**src/hw/rtl/bounded_array_list_assert.svh**
```systemverilog
// Assertion macros for the bounded array list
`ifndef BOUNDED_ARRAY_LIST_ASSERT_SVH
`define BOUNDED_ARRAY_LIST_ASSERT_SVH

`ifndef SYNTH

// Check under reset gating
`define BAL_ASSERT(lbl, clk, rst_n, prop, msg) \
  lbl: assert property (@(posedge clk) disable iff (!rst_n) prop) else $error(msg);

// Check on every edge, reset included
`define BAL_ASSERT_ALWAYS(lbl, clk, prop, msg) \
  lbl: assert property (@(posedge clk) prop) else $error(msg);

`else

`define BAL_ASSERT(lbl, clk, rst_n, prop, msg)

`define BAL_ASSERT_ALWAYS(lbl, clk, prop, msg)

`endif

`endif

```
**src/hw/rtl/bal_pkg.sv**
```systemverilog
package bal_pkg;

  localparam int unsigned BalCapacity = 16;
  localparam int unsigned BalDataW    = 32;
  localparam int unsigned BalPosW     = 4;
  localparam int unsigned BalCntW     = 5;

  typedef enum logic [1:0] {
    BalOpAppend = 2'd0,
    BalOpRemove = 2'd1,
    BalOpFind   = 2'd2
  } bal_op_e;

  typedef struct packed {
    logic [1:0]                 op;
    logic signed [BalDataW-1:0] value;
  } bal_in_t;

  typedef struct packed {
    logic                       ok;
    logic [BalPosW-1:0]         position;
    logic [BalCntW-1:0]         count;
    logic                       is_empty;
    logic signed [BalDataW-1:0] largest;
  } bal_out_t;

endpackage

```
**src/hw/rtl/bal_ram.sv**
```systemverilog
module bal_ram #(
  parameter int unsigned Width = 32,
  parameter int unsigned Depth = 16
) (
  input  logic                     clk_i,
  input  logic                     we_i,
  input  logic [$clog2(Depth)-1:0] waddr_i,
  input  logic [Width-1:0]         wdata_i,
  input  logic [$clog2(Depth)-1:0] raddr_i,
  output logic [Width-1:0]         rdata_o
);

  logic [Width-1:0] mem_q [Depth];
  logic [Width-1:0] rdata_q;

  always_ff @(posedge clk_i) begin
    if (we_i) begin
      mem_q[waddr_i] <= wdata_i;
    end
    rdata_q <= mem_q[raddr_i];
  end

  assign rdata_o = rdata_q;

endmodule

```
**src/hw/rtl/bounded_array_list.sv**
```systemverilog
// Bounded array list: up to Capacity signed 32-bit values in insertion order.
// Input channel in_valid_i/in_ready_o carries an op (append, remove first
// match, find first match) and a value; output channel out_valid_o/out_ready_i
// returns one result per item: ok, matched position, count, empty flag and
// the largest stored value (0 when empty).
// Append writes its entry at once and, like unused ops, goes straight to the
// result. Find and remove read the stored entries in a search pass; a remove
// that matches then shifts the entries after the match down by one index.
// Both passes are paced by the single read port of the entry RAM, giving
// one entry per cycle to the search and to the shift.
// The largest value is kept in a register, updated on append and taken from
// the search pass on remove, so no second scan is needed.
// One item is in work at a time; in_ready_o is high only when the sequencer
// is idle. A finished result sits in the output register while the next item
// is taken; if the receiver stalls, the following result waits in the
// sequencer until the output register frees.
// Reset empties the list at once: no clearing pass, the RAM contents are
// only read below the fill count.
module bounded_array_list #(
  parameter int unsigned Capacity = bal_pkg::BalCapacity
) (
  input  logic              clk_i,
  input  logic              rst_ni,
  input  logic              in_valid_i,
  output logic              in_ready_o,
  input  bal_pkg::bal_in_t  in_i,
  output logic              out_valid_o,
  input  logic              out_ready_i,
  output bal_pkg::bal_out_t out_o
);

  import bal_pkg::*;

`include "bounded_array_list_assert.svh"

  localparam int unsigned IdxW = $clog2(Capacity);
  localparam int unsigned CntW = $clog2(Capacity + 1);

  typedef enum logic [3:0] {
    StIdle  = 4'b0001,
    StScan  = 4'b0010,
    StShift = 4'b0100,
    StResp  = 4'b1000
  } state_e;

  state_e state_q, state_d;

  logic [1:0]                 op_q, op_d;
  logic signed [BalDataW-1:0] val_q, val_d;
  logic [CntW-1:0]            fill_q, fill_d;
  logic signed [BalDataW-1:0] largest_q, largest_d;
  logic [CntW-1:0]            rd_idx_q, rd_idx_d;
  logic                       rd_vld_q, rd_vld_d;
  logic [IdxW-1:0]            tag_q, tag_d;
  logic                       found_q, found_d;
  logic [IdxW-1:0]            match_q, match_d;
  logic signed [BalDataW-1:0] mx_q, mx_d;
  logic                       mx_vld_q, mx_vld_d;
  logic                       ok_q, ok_d;
  logic [IdxW-1:0]            pos_q, pos_d;
  bal_out_t                   out_q, out_d;
  logic                       out_valid_q, out_valid_d;

  logic                       ram_we;
  logic [IdxW-1:0]            ram_waddr;
  logic [BalDataW-1:0]        ram_wdata;
  logic [BalDataW-1:0]        ram_rdata;
  logic signed [BalDataW-1:0] rdata_s;
  logic                       issue;
  logic                       in_xfer;

  bal_ram #(
    .Width (BalDataW),
    .Depth (Capacity)
  ) u_ram (
    .clk_i   (clk_i),
    .we_i    (ram_we),
    .waddr_i (ram_waddr),
    .wdata_i (ram_wdata),
    .raddr_i (rd_idx_q[IdxW-1:0]),
    .rdata_o (ram_rdata)
  );

  assign rdata_s    = $signed(ram_rdata);
  assign in_ready_o = (state_q == StIdle);
  assign in_xfer    = in_valid_i && in_ready_o;
  assign issue      = (rd_idx_q < fill_q);

  always_comb begin
    state_d     = state_q;
    op_d        = op_q;
    val_d       = val_q;
    fill_d      = fill_q;
    largest_d   = largest_q;
    rd_idx_d    = rd_idx_q;
    rd_vld_d    = 1'b0;
    tag_d       = tag_q;
    found_d     = found_q;
    match_d     = match_q;
    mx_d        = mx_q;
    mx_vld_d    = mx_vld_q;
    ok_d        = ok_q;
    pos_d       = pos_q;
    out_d       = out_q;
    out_valid_d = out_valid_q && !out_ready_i;
    ram_we      = 1'b0;
    ram_waddr   = fill_q[IdxW-1:0];
    ram_wdata   = in_i.value;

    case (state_q)
      StIdle: begin
        if (in_xfer) begin
          op_d     = in_i.op;
          val_d    = in_i.value;
          ok_d     = 1'b0;
          pos_d    = '0;
          rd_idx_d = '0;
          found_d  = 1'b0;
          mx_vld_d = 1'b0;
          case (in_i.op)
            BalOpAppend: begin
              state_d = StResp;
              if (fill_q < CntW'(Capacity)) begin
                ram_we = 1'b1;
                fill_d = fill_q + CntW'(1);
                ok_d   = 1'b1;
                if (fill_q == '0 || in_i.value > largest_q) begin
                  largest_d = in_i.value;
                end
              end
            end
            BalOpRemove, BalOpFind: begin
              state_d = StScan;
            end
            default: begin
              state_d = StResp;
            end
          endcase
        end
      end

      StScan: begin
        rd_vld_d = issue;
        tag_d    = rd_idx_q[IdxW-1:0];
        if (issue) begin
          rd_idx_d = rd_idx_q + CntW'(1);
        end
        if (rd_vld_q) begin
          if (!found_q && rdata_s == val_q) begin
            found_d = 1'b1;
            match_d = tag_q;
          end else begin
            if (!mx_vld_q || rdata_s > mx_q) begin
              mx_d = rdata_s;
            end
            mx_vld_d = 1'b1;
          end
        end else if (!issue) begin
          ok_d  = found_q;
          pos_d = found_q ? match_q : '0;
          if (op_q == BalOpRemove && found_q) begin
            largest_d = mx_vld_q ? mx_q : '0;
            rd_idx_d  = CntW'(match_q) + CntW'(1);
            state_d   = StShift;
          end else begin
            state_d = StResp;
          end
        end
      end

      StShift: begin
        rd_vld_d = issue;
        tag_d    = rd_idx_q[IdxW-1:0];
        if (issue) begin
          rd_idx_d = rd_idx_q + CntW'(1);
        end
        if (rd_vld_q) begin
          ram_we    = 1'b1;
          ram_waddr = tag_q - IdxW'(1);
          ram_wdata = ram_rdata;
        end else if (!issue) begin
          fill_d  = fill_q - CntW'(1);
          state_d = StResp;
        end
      end

      StResp: begin
        if (!out_valid_q || out_ready_i) begin
          out_d.ok       = ok_q;
          out_d.position = BalPosW'(pos_q);
          out_d.count    = BalCntW'(fill_q);
          out_d.is_empty = (fill_q == '0);
          out_d.largest  = (fill_q == '0) ? '0 : largest_q;
          out_valid_d    = 1'b1;
          state_d        = StIdle;
        end
      end

      default: begin
        state_d = StIdle;
      end
    endcase
  end

  always_ff @(posedge clk_i or negedge rst_ni) begin
    if (!rst_ni) begin
      state_q     <= StIdle;
      fill_q      <= '0;
      rd_idx_q    <= '0;
      rd_vld_q    <= 1'b0;
      found_q     <= 1'b0;
      mx_vld_q    <= 1'b0;
      out_valid_q <= 1'b0;
    end else begin
      state_q     <= state_d;
      fill_q      <= fill_d;
      rd_idx_q    <= rd_idx_d;
      rd_vld_q    <= rd_vld_d;
      found_q     <= found_d;
      mx_vld_q    <= mx_vld_d;
      out_valid_q <= out_valid_d;
    end
  end

  always_ff @(posedge clk_i) begin
    op_q      <= op_d;
    val_q     <= val_d;
    largest_q <= largest_d;
    tag_q     <= tag_d;
    match_q   <= match_d;
    mx_q      <= mx_d;
    ok_q      <= ok_d;
    pos_q     <= pos_d;
    out_q     <= out_d;
  end

  assign out_valid_o = out_valid_q;
  assign out_o       = out_q;

  `BAL_ASSERT_ALWAYS(a_fill_bound, clk_i, fill_q <= CntW'(Capacity), "fill count beyond capacity")
  `BAL_ASSERT(a_shift_found, clk_i, rst_ni,
    (state_q == StShift) |-> found_q, "shift without match")
  `BAL_ASSERT(a_shift_waddr, clk_i, rst_ni,
    (state_q == StShift && rd_vld_q) |-> (tag_q != '0), "shift write below index zero")
  `BAL_ASSERT(a_idle_no_read, clk_i, rst_ni,
    in_ready_o |-> !rd_vld_q, "read in flight while idle")
  `BAL_ASSERT(a_append_grows, clk_i, rst_ni,
    (in_xfer && in_i.op == BalOpAppend && fill_q < CntW'(Capacity))
      |=> (fill_q == $past(fill_q) + CntW'(1)), "append did not grow list")

endmodule
```
**config.mk**
```make
export PLATFORM = sky130hd
export DESIGN_NAME = bounded_array_list
export DESIGN_NICKNAME = d
export VERILOG_FILES = /design/src/hw/rtl/bal_pkg.sv /design/src/hw/rtl/bal_ram.sv /design/src/hw/rtl/bounded_array_list.sv
export VERILOG_INCLUDE_DIRS = /design/src /design/src/hw/rtl
export SDC_FILE = /design/constraint.sdc
export NUM_CORES = 1
export LEC_CHECK = 0
export ABC_AREA = 1
export CELL_PAD_IN_SITES_DETAIL_PLACEMENT = 1
export CELL_PAD_IN_SITES_GLOBAL_PLACEMENT = 1
export CORE_MARGIN = 2
export CORE_UTILIZATION = 52
export CTS_CLUSTER_DIAMETER = 120
export DETAILED_ROUTE_END_ITERATION = 12
export DONT_BUFFER_PORTS = 1
export PLACE_DENSITY_LB_ADDON = 0.2
export SYNTH_ARGS = -nofsm -noshare
export SYNTH_HDL_FRONTEND = slang
export SYNTH_SLANG_ARGS = --single-unit
export TNS_END_PERCENT = 1
```
**constraint.sdc**
```tcl
create_clock -name clk_i -period 5.1 [get_ports clk_i]
set_input_delay 0.765 -clock clk_i [delete_from_list [all_inputs] [get_ports clk_i]]
set_output_delay 0.765 -clock clk_i [all_outputs]
set_load 0.1 [all_outputs]
```
==> results by group <==
Run status
  • Outcome: completed

Logic synthesis
  • Top post-synthesis cells by area: edfxtp_1, o21ai_0, nand2_1, ha_1, nor2_1
  • Register area share after synthesis: 0.714
  • Post-synthesis async set-or-reset flop share: 0.0251
  • Mapped Cells: 2361
  • Synth Net Count: 2475
  • Syn Std Cell Area: 0.0295 mm^2
  • Mean post-synth cell area: 12.5 um^2
  • Number of synthesized register bits: 716
  • Distinct cell type count after synthesis: 46
  • Post-synth top area cell: edfxtp_1
  • Most used DFF post-synth: edfxtp_1
  • Synth warn: 0
  • Post-synth EDFFs: 666
  • Synth top area share: 0.677

Placed design
  • DP Wirelength: 51400 um
  • Port bufs: 0
  • RD Place Congestion: 0.877
  • Cell total after placement: 3056

Global route
  • Vias in the first global route: 20400
  • Largest net degree at the start of global routing: 162
  • Initial antenna violation count: 1
  • First-pass GRT wire length: 127000 um
  • GRT Residual Overflow: 0
  • GR Util All Layers: 0.288

Power and ir drop
  • Switching power: 0.00619 W
  • Power Internal: 0.0112 W
  • Max VDD drop: 0.290 mV
  • Pwr/cell area: 530 mW/mm^2
  • Combinational power share: 0.242
  • Switching Fraction: 0.355
  • Clock Power Share: 0.301
  • Flop pwr share: 0.457
  • Static Leak: 11.8 nW

Critical path
  • Crit. End Element: flip-flop
  • CP Buf/Inv Count: 4
  • Reg2reg start: state_q[0]
  • Critical-path top delay cell: nor2_4
  • Worst Setup SP: state_q[0]
  • CP max stage delay: 0.88 ns
  • CP cell instances: inv_2 > nand2_2 > nor3_4 > nand2_4 > buf_4 > inv_2 > o21ai_0 > nand2_1 > nor2_4 > buf_4
  • Crit path max-delay family: simple AND/OR/NAND/NOR gates
  • Data arrival, critical path: 3.93 ns
  • WP data required: 5.42 ns
  • Max FO, Critical Path: 41
  • Setup Crit Path Kind: reg2reg
  • Critical path startpoint category: flip-flop

Timing
  • Period utilization: 0.709
  • Worst Skew: 0.0254 ns
  • Fin crit period: 3.61 ns
  • Fin. Hold Viols: 0
  • RSZ-0062 raised after global routing: no
  • Slew Limit Fails: 0
  • Finish-stage setup viols: 0
  • Fmax: 0.277 GHz
  • Slew margin rel.: 0.0457
  • Worst Tran Pin Value: 1.43 ns
  • Setup TNS: 0 ns

Clock network
  • H-tree depth: 3
  • Longest Clk Path Bufs: 3
  • Total CTS buffers: 73
  • Worst-path clk slew: 0.06 ns
  • Sink Count: 716
  • CTS root buffer: clkbuf_16
  • CTS tree: built
  • Post-CTS Setup Inserts: 0
  • Clk_lat worst skew: 0.62 ns

Routing
  • Post-route ant nets: 0
  • Routed len/inst: 26.4 um
  • DRC viols: 0
  • DR iter-0 viols: 1891
  • Vias/cell: 6.08
  • Drt pass-1 iters: 5
  • Routed via count: 19400
  • Routed WL: 84100 um

Min path
  • Hold_sp: in_i[3]
  • Worst min-delay path category: in2reg

Floorplan
  • Width of the die: 242 um
  • Initial Util: 0.525
  • Die H: 242 um
  • Die area: 0.0587 mm^2
  • I/O pins: 83
  • Core ar.: 0.0563 mm^2
  • # rows: 87

Finish
  • Area growth syn-to-layout: 11.5%
  • Finished Layout Cells: 3190
  • Layout cells sized above 1: 0.0863
  • Fin nets: 2490
  • Diode count: 0

Job
  • Max-cap violations: 0
-- sequential cells by signal (all words and copies together), names as in the netlist, 2 cells and up --
register / cells
rd_idx_q: 5
match_q: 4
val_q: 32
mx_q: 32
u_ram.rdata_o: 32
state_q: 4
fill_q: 5
out_o: 43
op_q: 2
pos_q: 4
tag_q: 4
u_ram.mem_q: 512
largest_q: 32
-- cell families (layout without fill, tap and decap cells) --
family / after synthesis / after routing / share of synthesized area
and+or+nand+nor: 602 / 602 / 0.0827
buffers and inverters: 316 / 389 / 0.0417
DFF: 716 / 716 / 0.714
adders and majority gates: 76 / 76 / 0.0325
xor gates and xnor gates: 26 / 26 / 0.00771
AOI/OAI and AO/OA: 625 / 625 / 0.121
-- path summary, 6_finish.rpt --
path | end | slack [ns] | cells after the start
min | val_q[3] | 0.23 | 0
min in group asynchronous | found_q | 0.72 | 1
max | u_ram.mem_q[9][31] | 1.49 | 10
min reg2reg | mx_q[0] | 0.43 | 0
max in group asynchronous | rd_idx_q[0] | 3.71 | 1
max reg2reg | u_ram.mem_q[9][31] | 1.49 | 10
-- Yosys cell counts, types with 2 or more instances --
cell      instances
nor2_2            3
o21bai_1          4
o22ai_1          67
clkbuf_1         88
xor2_1           16
inv_2             8
edfxtp_1        666
o31ai_1          18
buf_4             4
nor2_1          230
o21ai_4           4
o21ai_1          34
xnor2_1          10
dfrtp_1          17
nand2_4           3
o21a_1            3
o221ai_1         64
nor3_1            8
ha_1             75
nand3_1          36
a31oi_1           2
dfxtp_1          32
nand3_2           6
or2_2             3
inv_1           188
o21ai_0         262
nand4_1          10
nand2_1         297
buf_1             7
a21oi_1         163
buf_2            18
-- cells in the final DEF, fill, tap and decap left out, types with 32 or more instances in the layout --
| master | n |
|---|---|
| nand3_1 | 35 |
| o21ai_0 | 262 |
| nand2_1 | 295 |
| o221ai_1 | 64 |
| a21oi_1 | 161 |
| edfxtp_1 | 666 |
| o22ai_1 | 67 |
| o21ai_1 | 34 |
| clkbuf_16 | 74 |
| inv_1 | 186 |
| nor2_1 | 213 |
| ha_1 | 75 |
| buf_4 | 55 |
| dfxtp_1 | 32 |
-- power groups by stage --
stage / clock network [W] / registers, W / logic, W
finish: 0.00525 / 0.00797 / 0.00421
CTS: 0.00531 / 0.00796 / 0.00420
detailed placement: 0 / 0.00808 / 0.00413
global route: 0.00550 / 0.00801 / 0.00463
global placement: 0 / 0.00805 / 0.00393
floorplan: 0 / 0.00782 / 0.00273
-- area by class of cell --
cell class	instances	area (um^2)
clock inverter	33	348
timing repair buffer	58	463
clock buffer	100	1950
fill	5566	23400
multi-input combinational	1329	7370
sequential	716	21100
inverter	198	747
tap	756	946
-- stage by stage --
step	utilization	worst slack, ns	total power (W)	cell area (um^2)	hold slack [ns]
floorplan	-	0.688	0.0105	29500	0.400
global placement	0.544	1.59	0.0120	30600	0.419
detailed placement	0.544	1.53	0.0122	30600	0.422
CTS	0.585	1.50	0.0175	32900	0.208
global route	0.585	1.30	0.0181	32900	0.215
finish	0.585	1.49	0.0174	32900	0.235
-- per-layer routing --
layer,wire (um),track usage
met5,0,0
met4,2830,0.102
met3,5840,0.0432
met2,40600,0.472
met1,34800,0.394
-- repair_timing --
item                                   CTS  global route
resized for setup                        0             0
endpoints found under the hold margin   18             0
hold buffers                             1             0
No activity file was read; power rests on OpenSTA's default activity.
